[config.mk]
export PLATFORM = sky130hd
export DESIGN_NAME = rice_run_length_bit_encoder_unit_flat
export DESIGN_NICKNAME = d
export VERILOG_FILES = /design/src/sv/rrle_pkg.sv /design/src/sv/rrle_in_if.sv /design/src/sv/rrle_out_if.sv /design/src/sv/rrle_cfg_if.sv /design/src/sv/rrle_cfg_regs.sv /design/src/sv/rrle_encoder.sv /design/src/sv/rrle_serializer.sv /design/src/sv/rice_run_length_bit_encoder_unit.sv /design/src/flat_wrapper.sv
export SDC_FILE = /design/constraint.sdc
export NUM_CORES = 1
export LEC_CHECK = 0
export BUFFER_PORTS_ARGS = -buffer_cell sky130_fd_sc_hd__buf_4
export CAP_MARGIN = 20
export CORE_UTILIZATION = 57
export CTS_BUF_LIST = sky130_fd_sc_hd__clkbuf_16
export DETAILED_ROUTE_END_ITERATION = 12
export PLACE_DENSITY_LB_ADDON = 0.25
export SETUP_SLACK_MARGIN = 0.15
export SLEW_MARGIN = 20
export SYNTH_ARGS = -nofsm -noshare
export SYNTH_HDL_FRONTEND = slang
export SYNTH_SLANG_ARGS = --single-unit
[constraint.sdc]
create_clock -name clk -period 4.7 [get_ports clk]
set_clock_uncertainty 0.1 [all_clocks]
set_input_delay 0.47 -clock clk [delete_from_list [all_inputs] [get_ports clk]]
set_output_delay 0.47 -clock clk [all_outputs]
set_load 0.005 [all_outputs]
[src/sv/rrle_pkg.sv]
// ----------------------------------------------------------------------------
// rrle_pkg
// Shared constants, register indexes and types of the Rice run-length encoder.
// ----------------------------------------------------------------------------
package rrle_pkg;

  // Largest effective Rice k; rice_k saturates here
  localparam int MAX_K     = 15;
  // Width of the rice_k register and of the run counter
  localparam int K_W       = 4;
  localparam int CNT_W     = 15;
  // Effective k, divisor m and the longest code word one source bit can cause
  localparam int KE_W      = $clog2(MAX_K + 1);
  localparam int M_W       = MAX_K + 1;
  localparam int CODE_W    = MAX_K + 4;
  localparam int LEN_W     = $clog2(CODE_W + 1);
  // Configuration port
  localparam int CFG_IDX_W = 2;
  localparam int CFG_DAT_W = K_W;

  typedef enum logic [CFG_IDX_W-1:0] {
    REG_MPS_SYMBOL = 2'd0,
    REG_RICE_K     = 2'd1
  } reg_idx_t;

  // Live configuration seen by the encoder
  typedef struct packed {
    logic            mps;
    logic [KE_W-1:0] k;
  } cfg_t;

  // Code word handed to the serializer, right aligned, sent MSB first
  typedef struct packed {
    logic              vld;
    logic [CODE_W-1:0] word;
    logic [LEN_W-1:0]  len;
  } load_t;

endpackage

[src/sv/rrle_in_if.sv]
// ----------------------------------------------------------------------------
// rrle_in_if
// Source bit channel: valid/ready with one source bit and its end marker.
// ----------------------------------------------------------------------------
interface rrle_in_if;
  logic valid;
  logic ready;
  logic in_bit;
  logic stream_end;

  modport source (output valid, output in_bit, output stream_end, input ready);
  modport sink   (input valid, input in_bit, input stream_end, output ready);
endinterface

[src/sv/rrle_out_if.sv]
// ----------------------------------------------------------------------------
// rrle_out_if
// Code bit channel: valid/ready with one code bit and its last-of-item flag.
// ----------------------------------------------------------------------------
interface rrle_out_if;
  logic valid;
  logic ready;
  logic code_bit;
  logic item_last;

  modport source (output valid, output code_bit, output item_last, input ready);
  modport sink   (input valid, input code_bit, input item_last, output ready);
endinterface

[src/sv/rrle_cfg_if.sv]
// ----------------------------------------------------------------------------
// rrle_cfg_if
// Configuration write channel: valid/ready with register index and data.
// ----------------------------------------------------------------------------
interface rrle_cfg_if;
  logic                           valid;
  logic                           ready;
  logic [rrle_pkg::CFG_IDX_W-1:0] index;
  logic [rrle_pkg::CFG_DAT_W-1:0] data;

  modport source (output valid, output index, output data, input ready);
  modport sink   (input valid, input index, input data, output ready);
endinterface

[src/sv/rrle_cfg_regs.sv]
// ----------------------------------------------------------------------------
// rrle_cfg_regs
// Configuration registers (mps_symbol, rice_k) and the saturated k.
// ----------------------------------------------------------------------------
module rrle_cfg_regs (
  input  logic           clk,
  input  logic           rst_n,
  rrle_cfg_if.sink       cfg_s,
  output rrle_pkg::cfg_t cfg
);
  import rrle_pkg::*;

  logic           mps_r;
  logic [K_W-1:0] rice_k_r;

  // Writes are always taken; unknown indexes fall through
  assign cfg_s.ready = 1'b1;

  always_ff @(posedge clk) begin
    if (!rst_n) begin
      mps_r    <= 1'b1;
      rice_k_r <= '0;
    end else if (cfg_s.valid) begin
      unique case (cfg_s.index)
        REG_MPS_SYMBOL: mps_r    <= cfg_s.data[0];
        REG_RICE_K:     rice_k_r <= cfg_s.data[K_W-1:0];
        default: ;
      endcase
    end
  end

  // Effective k, saturated to MAX_K
  always_comb begin
    cfg.mps = mps_r;
    if (32'(rice_k_r) > MAX_K) cfg.k = KE_W'(MAX_K);
    else                       cfg.k = KE_W'(rice_k_r);
  end
endmodule

[src/sv/rrle_encoder.sv]
// ----------------------------------------------------------------------------
// rrle_encoder
// Run counter and header state; builds the whole code word of one source bit.
// ----------------------------------------------------------------------------
module rrle_encoder (
  input  logic            clk,
  input  logic            rst_n,
  input  rrle_pkg::cfg_t  cfg,
  input  logic            accept,
  input  logic            in_bit,
  input  logic            stream_end,
  output rrle_pkg::load_t load
);
  import rrle_pkg::*;

  logic [CNT_W-1:0]  run_count_r, run_count_nxt;
  logic              header_done_r, header_done_nxt;

  logic              is_mps;
  logic [M_W-1:0]    m_val;
  logic [CNT_W-1:0]  cnt_inc;
  logic              fill;
  logic [CNT_W-1:0]  rem_src;
  logic [CODE_W-1:0] rem_mask;
  logic [CODE_W-1:0] rem;
  logic [1:0]        pre_val;
  logic [LEN_W-1:0]  pre_len;
  logic [CODE_W-1:0] body_val;
  logic [LEN_W-1:0]  body_len;
  logic [LEN_W-1:0]  k_len;

  assign is_mps   = (in_bit == cfg.mps);
  assign m_val    = M_W'(1) << cfg.k;
  assign cnt_inc  = run_count_r + CNT_W'(1);
  assign fill     = is_mps && (32'(cnt_inc) >= 32'(m_val));
  assign rem_src  = is_mps ? (fill ? '0 : cnt_inc) : run_count_r;
  assign rem_mask = (CODE_W'(1) << cfg.k) - CODE_W'(1);
  assign rem      = CODE_W'(rem_src) & rem_mask;
  assign k_len    = LEN_W'(cfg.k);

  // Prefix: optional header bit, then optional run-fill 1
  always_comb begin
    pre_val = 2'b00;
    pre_len = '0;
    if (!header_done_r && fill) begin
      pre_val = {cfg.mps, 1'b1};
      pre_len = LEN_W'(2);
    end else if (!header_done_r) begin
      pre_val = {1'b0, cfg.mps};
      pre_len = LEN_W'(1);
    end else if (fill) begin
      pre_val = 2'b01;
      pre_len = LEN_W'(1);
    end
  end

  // Body: 0, k-bit remainder, then trailer where the stream ends
  always_comb begin
    body_val = '0;
    body_len = '0;
    if (is_mps) begin
      if (stream_end) begin
        body_val = rem << 1;
        body_len = k_len + LEN_W'(2);
      end
    end else if (stream_end) begin
      body_val = (rem << 1) | CODE_W'(1);
      body_len = k_len + LEN_W'(2);
    end else begin
      body_val = rem;
      body_len = k_len + LEN_W'(1);
    end
  end

  always_comb begin
    load.word = (CODE_W'(pre_val) << body_len) | body_val;
    load.len  = pre_len + body_len;
    load.vld  = accept && (load.len != '0);
  end

  // Stream state; end of stream starts a fresh stream
  always_comb begin
    header_done_nxt = header_done_r;
    run_count_nxt   = run_count_r;
    if (accept) begin
      header_done_nxt = !stream_end;
      if (stream_end || !is_mps || fill) run_count_nxt = '0;
      else                               run_count_nxt = cnt_inc;
    end
  end

  always_ff @(posedge clk) begin
    if (!rst_n) begin
      header_done_r <= 1'b0;
      run_count_r   <= '0;
    end else begin
      header_done_r <= header_done_nxt;
      run_count_r   <= run_count_nxt;
    end
  end
endmodule

[src/sv/rrle_serializer.sv]
// ----------------------------------------------------------------------------
// rrle_serializer
// Result register: holds one code word and shifts it out a bit per transfer.
// ----------------------------------------------------------------------------
module rrle_serializer (
  input  logic            clk,
  input  logic            rst_n,
  input  rrle_pkg::load_t load,
  output logic            can_load,
  rrle_out_if.source      out_m
);
  import rrle_pkg::*;

  logic [CODE_W-1:0] word_r, word_nxt;
  logic [LEN_W-1:0]  cnt_r, cnt_nxt;
  logic [LEN_W-1:0]  bit_idx;

  assign bit_idx         = cnt_r - LEN_W'(1);
  assign out_m.valid     = (cnt_r != '0);
  assign out_m.code_bit  = word_r[bit_idx[$clog2(CODE_W)-1:0]];
  assign out_m.item_last = (cnt_r == LEN_W'(1));

  // Free when empty or when the final bit leaves this cycle
  assign can_load = (cnt_r == '0) || (out_m.item_last && out_m.ready);

  always_comb begin
    word_nxt = word_r;
    cnt_nxt  = cnt_r;
    if (load.vld) begin
      word_nxt = load.word;
      cnt_nxt  = load.len;
    end else if (out_m.valid && out_m.ready) begin
      cnt_nxt  = cnt_r - LEN_W'(1);
    end
  end

  always_ff @(posedge clk) begin
    if (!rst_n) begin
      cnt_r <= '0;
    end else begin
      cnt_r <= cnt_nxt;
    end
    word_r <= word_nxt;
  end
endmodule

[src/sv/rice_run_length_bit_encoder_unit.sv]
// ----------------------------------------------------------------------------
// rice_run_length_bit_encoder_unit
// Golomb-Rice run-length encoder for a binary source, m = 2^k.
// ----------------------------------------------------------------------------
// One source bit is taken per transfer and turned at once into its whole code
// word, which a result register then sends one code bit per cycle while the
// sink is ready. A source bit that causes no code bit or a single code bit does
// not hold the input, so with a ready sink a run of more-probable bits streams
// at one bit per clock. A bit that causes n code bits (header, run fill, 0 plus
// k remainder bits, trailer: up to k+4) holds the input until they have drained
// through the one-bit-wide output; the next source bit is taken in the cycle the
// last code bit transfers. rice_k above MAX_K acts as MAX_K. Configuration writes are meant for an idle block.
// ----------------------------------------------------------------------------
module rice_run_length_bit_encoder_unit (
  input  logic      clk,
  input  logic      rst_n,
  rrle_in_if.sink   in_s,
  rrle_out_if.source out_m,
  rrle_cfg_if.sink  cfg_s
);
  import rrle_pkg::*;

  cfg_t  cfg;
  load_t load;
  logic  can_load;
  logic  accept;

  assign in_s.ready = can_load;
  assign accept     = in_s.valid && can_load;

  // Configuration registers
  rrle_cfg_regs u_cfg (
    .clk   (clk),
    .rst_n (rst_n),
    .cfg_s (cfg_s),
    .cfg   (cfg)
  );

  // Code word construction and run state
  rrle_encoder u_enc (
    .clk        (clk),
    .rst_n      (rst_n),
    .cfg        (cfg),
    .accept     (accept),
    .in_bit     (in_s.in_bit),
    .stream_end (in_s.stream_end),
    .load       (load)
  );

  // Output register and bit shifter
  rrle_serializer u_ser (
    .clk      (clk),
    .rst_n    (rst_n),
    .load     (load),
    .can_load (can_load),
    .out_m    (out_m)
  );
endmodule

[src/flat_wrapper.sv]
// flat-port wrapper written by rule: the top's interface ports become plain ports
module rice_run_length_bit_encoder_unit_flat import rrle_pkg::*;
  (clk, rst_n, in_s_valid, in_s_in_bit, in_s_stream_end, in_s_ready, out_m_valid, out_m_code_bit, out_m_item_last, out_m_ready, cfg_s_valid, cfg_s_index, cfg_s_data, cfg_s_ready);
  rrle_in_if in_s_i ();
  rrle_out_if out_m_i ();
  rrle_cfg_if cfg_s_i ();
  input  logic clk;
  input  logic rst_n;
  input wire logic [$bits(in_s_i.valid)-1:0] in_s_valid;
  input wire logic [$bits(in_s_i.in_bit)-1:0] in_s_in_bit;
  input wire logic [$bits(in_s_i.stream_end)-1:0] in_s_stream_end;
  output wire logic [$bits(in_s_i.ready)-1:0] in_s_ready;
  output wire logic [$bits(out_m_i.valid)-1:0] out_m_valid;
  output wire logic [$bits(out_m_i.code_bit)-1:0] out_m_code_bit;
  output wire logic [$bits(out_m_i.item_last)-1:0] out_m_item_last;
  input wire logic [$bits(out_m_i.ready)-1:0] out_m_ready;
  input wire logic [$bits(cfg_s_i.valid)-1:0] cfg_s_valid;
  input wire logic [$bits(cfg_s_i.index)-1:0] cfg_s_index;
  input wire logic [$bits(cfg_s_i.data)-1:0] cfg_s_data;
  output wire logic [$bits(cfg_s_i.ready)-1:0] cfg_s_ready;
  assign in_s_i.valid = in_s_valid;
  assign in_s_i.in_bit = in_s_in_bit;
  assign in_s_i.stream_end = in_s_stream_end;
  assign in_s_ready = in_s_i.ready;
  assign out_m_valid = out_m_i.valid;
  assign out_m_code_bit = out_m_i.code_bit;
  assign out_m_item_last = out_m_i.item_last;
  assign out_m_i.ready = out_m_ready;
  assign cfg_s_i.valid = cfg_s_valid;
  assign cfg_s_i.index = cfg_s_index;
  assign cfg_s_i.data = cfg_s_data;
  assign cfg_s_ready = cfg_s_i.ready;
  rice_run_length_bit_encoder_unit u_core (.clk(clk), .rst_n(rst_n), .in_s(in_s_i), .out_m(out_m_i), .cfg_s(cfg_s_i));
endmodule
==> qor.csv <==
stage,metric,value,unit
logic_synthesis,synth_area,0.00410,sq mm
setup_path,rr_startpoint,u_core.u_enc.run_count_r[1],
clocking,cts_tree,yes,
clocking,cts-buffers-inserted,5,
routing,vias,4011,
placed_design,dpl.hpwl,9010,microns
global_routing,gr-usage-all-layers,33.1,%
setup_path,cp-endpoint,u_core.u_ser.word_r[13],
timing,setup_viol,0,
global_routing,grt_pass1_vias,3645,
setup_path,cp.required,4.60,ns
routing,first_pass_iters,5,
setup_path,worstRegToRegCells,19,
global_routing,overflow,0,
setup_path,crit_type,flip-flop to flip-flop,
logic_synthesis,ys_ff_latch,45,
placed_design,dp_cells,588,
pwr,power_density,385,mW/mm^2
die,die_w,86.8,microns
die,dieHeight,86.8,microns
logic_synthesis,synth-edff-count,19,
logic_synthesis,synthesis.nets,530,
die,core_region_area,0.00687,sq mm
clocking,htreeDepth,2,
pwr,leakage,1.79,nW
die,die_area,0.00754,sq mm
routing,drt-vias-per-instance,6.63,
setup_path,critPathLaunchType,flip-flop,
logic_synthesis,syn_inst,486,
clocking,root_buffer,clkbuf_16,
placed_design,port_buffers,16,
global_routing,antenna_found_initial,0,
logic_synthesis,synth_ff_type,dfxtp_1,
routing,drt-total-wl,12500,microns
status,status,completed,
routing,wl_per_cell,20.6,microns
placed_design,place.gp.congestion,0.991,
setup_path,worstPathArrival,4.54,ns
setup_path,end_kind,flip-flop,
logic_synthesis,ys_seq_area_share,26.6,%
pwr,finalPower,1.84,mW
timing,fin_crit_sh,98.6,%
timing,min_period,4.63,ns
cells_and_area,finalNetCount,552,
cells_and_area,final_util,69.6,%
setup_path,crit_path_start,u_core.u_enc.run_count_r[1],
clocking,holdBufCountCts,0,
setup_path,r2r-end,u_core.u_ser.word_r[13],
cells_and_area,area_growth,16.5,%
die,initial_core_util,59.7,%
clocking,cts_sinks,45,
clocking,clock_latency,0.29,ns
clocking,clockBufferDepth,2,
cells_and_area,layoutNonFillerInstCount,605,
min_path,holdPathStages,3,
logic_synthesis,yosysWarnings,0,
logic_synthesis,syn_avg_cell_area,8.44,sq um
timing,final.setup.tns,0,ns
timing,slew_violations,0,
die,rows,30,
timing,worstMarginPinSlew,0.811,ns
routing,post-route-drc-count,0,
timing,hold_viol,0,
timing,rsz0062_at_grt,yes,
setup_path,rrSetupSlack,0.07,ns
routing,drt_iter0_markers,513,
clocking,clk_pin_slew,0.07,ns
cells_and_area,drive_gt1_share,22.4,%
global_routing,grt_max_degree,38,
pwr,peakVddDrop,0.162,mV
cells_and_area,antenna_cells,0,
cells_and_area,nFillCells,563,
logic_synthesis,async_reset_ff_share,0,%
min_path,hold_path_class,input pin to flip-flop,
job,drv_cap,0,
routing,drtAntennaViolNets,0,
die,io-pin-count,18,
global_routing,grt_first_pass_wirelength,18900,microns
timing,max_slew_margin,45.8,%
timing,clock.fmax,0.216,GHz
logic_synthesis,synth_cell_types,77,
setup_path,cp_max_fo,7,
## power breakdown
group	leakage, nW	switching (mW)	internal [mW]
Combinational	1.31	0.469	0.415
Sequential	0.398	0.0605	0.498
Clock	0.0850	0.148	0.248
## registers in the layout (all words and copies together) (netlist names)
| signal | count |
|---|---|
| u_core.u_enc.run_count_r | 15 |
| u_core.u_ser.word_r | 19 |
| u_core.u_enc.header_done_r | 1 |
| u_core.u_cfg.mps_r | 1 |
| u_core.u_ser.cnt_r | 5 |
| u_core.u_cfg.rice_k_r | 4 |
## cell usage after synthesis (3+ instances only)
library cell | instances | area share, %
buf_1 | 4 | 0.37
xnor2_1 | 19 | 4.1
mux4_2 | 4 | 2.2
a21boi_2 | 3 | 0.82
o31ai_1 | 6 | 1.1
mux2i_1 | 9 | 2.2
o311ai_0 | 3 | 0.64
nor2_1 | 26 | 2.4
nand2b_1 | 6 | 0.92
a32oi_1 | 3 | 0.64
o21ai_0 | 23 | 2.8
nor4_1 | 4 | 0.61
nand3b_1 | 5 | 0.92
inv_1 | 13 | 1.2
o211ai_1 | 3 | 0.55
dfxtp_1 | 26 | 13
nand4_1 | 9 | 1.4
xor2_1 | 7 | 1.5
nand2_1 | 54 | 4.9
and2_1 | 8 | 1.2
a21oi_1 | 22 | 2.7
o22ai_1 | 7 | 1.1
nor3b_1 | 3 | 0.55
a22oi_1 | 14 | 2.6
nor2b_1 | 23 | 3.5
o21ai_1 | 3 | 0.37
ha_1 | 30 | 9.2
nand3_1 | 23 | 2.8
buf_2 | 8 | 0.98
clkbuf_1 | 14 | 1.3
and3_1 | 12 | 1.8
buf_6 | 4 | 1.1
edfxtp_1 | 19 | 14
a21o_1 | 4 | 0.73
a31oi_1 | 10 | 1.5
nor3_1 | 8 | 0.98
## layer usage
layer	up-vias	GRT usage, %	wire, microns
met4	0	12.9	498
met1	1865	44.7	5220
met2	249	52.5	5710
li1	1837	-	-
met5	-	0	0
met3	60	6.00	1030
## what timing repair did
action | in CTS | in global routing
buffers inserted | 1 | 5
cloned | 0 | 3
gates resized for setup | 5 | 22
setup endpoints to repair | 21 | 23
endpoints found under the hold margin | 0 | 0
pin swaps | 0 | 14
## stage by stage
step / hold WS, ns / area [sq um] / setup slack, ns
floorplan: 0.379 / 4180 / 0.162
global placement: 0.398 / 4410 / 0.250
detailed placement: 0.436 / 4410 / 0.101
CTS: 0.317 / 4590 / 0.178
global route: 0.334 / 4780 / 0.0164
finish: 0.310 / 4780 / 0.0663
## logic make-up (layout without fill, tap and decap cells)
kind of cell	after synthesis	after routing	share of synthesized area, %
mux	14	14	4.67
buf+inv	48	71	5.77
simple gates	196	196	25.8
flops	45	45	26.6
other cells	1	1	0.0914
xor+xnor	28	28	6.35
compound gates	123	123	21.1
fa+ha+maj	31	31	9.64
## area by class of cell
class                      instances  area [sq um]  area share (%)
clock buffer                       5           125            2.62
clock inverter                     3          38.8           0.812
inverter                          15          56.3            1.18
multi-input combinational        393          2920            61.0
sequential                        45          1110            23.2
tap                               96           120            2.51
timing repair buffer              48           412            8.61
## worst max-delay path, stage by stage, from the launching register on
cell	delay [ns]
dfxtp_4	0.40
ha_4	0.18
and3_4	0.23
nand2_4	0.07
and2_4	0.16
or2_4	0.25
ha_4	0.26
nand4_1	0.17
nor4b_2	0.28
o31ai_2	0.13
and3_1	0.22
nor2_1	0.11
ha_2	0.29
ha_4	0.17
fa_2	0.36
inv_2	0.10
nor4_4	0.05
xor2_1	0.19
a41oi_4	0.40
clkbuf_16	0.22
## layout by cell type (no fill, tap or decap), drive strengths merged, types with 6 or more instances in the layout
cell | netlist | layout
nor2b | 23 | 23
o31ai | 6 | 6
mux2i | 9 | 9
edfxtp | 19 | 19
nor3 | 9 | 9
xnor2 | 20 | 20
nand2 | 54 | 54
buf | 18 | 46
a21oi | 23 | 23
clkbuf | 15 | 7
inv | 15 | 16
xor2 | 8 | 8
a22oi | 15 | 15
nand4 | 9 | 9
ha | 30 | 30
o311ai | 6 | 6
nor2 | 27 | 27
nand3 | 23 | 23
and2 | 8 | 8
dfxtp | 26 | 26
o21ai | 26 | 26
and3 | 12 | 12
a31oi | 10 | 10
nand2b | 6 | 6
nor4 | 6 | 6
o22ai | 7 | 7
## worst min path at each step
stage | from | endpoint | slack, ns
3_3_place_gp | u_core.u_enc.header_done_r | u_core.u_enc.header_done_r | 0.40
2_1_floorplan | u_core.u_enc.header_done_r | u_core.u_enc.header_done_r | 0.38
3_5_place_dp | u_core.u_enc.header_done_r | u_core.u_enc.header_done_r | 0.44
4_1_cts | cfg_s_data[0] | u_core.u_cfg.mps_r | 0.32
5_1_grt | cfg_s_data[0] | u_core.u_cfg.mps_r | 0.33
6_report | cfg_s_data[0] | u_core.u_cfg.mps_r | 0.31
No activity file was read; power rests on OpenSTA's default activity.
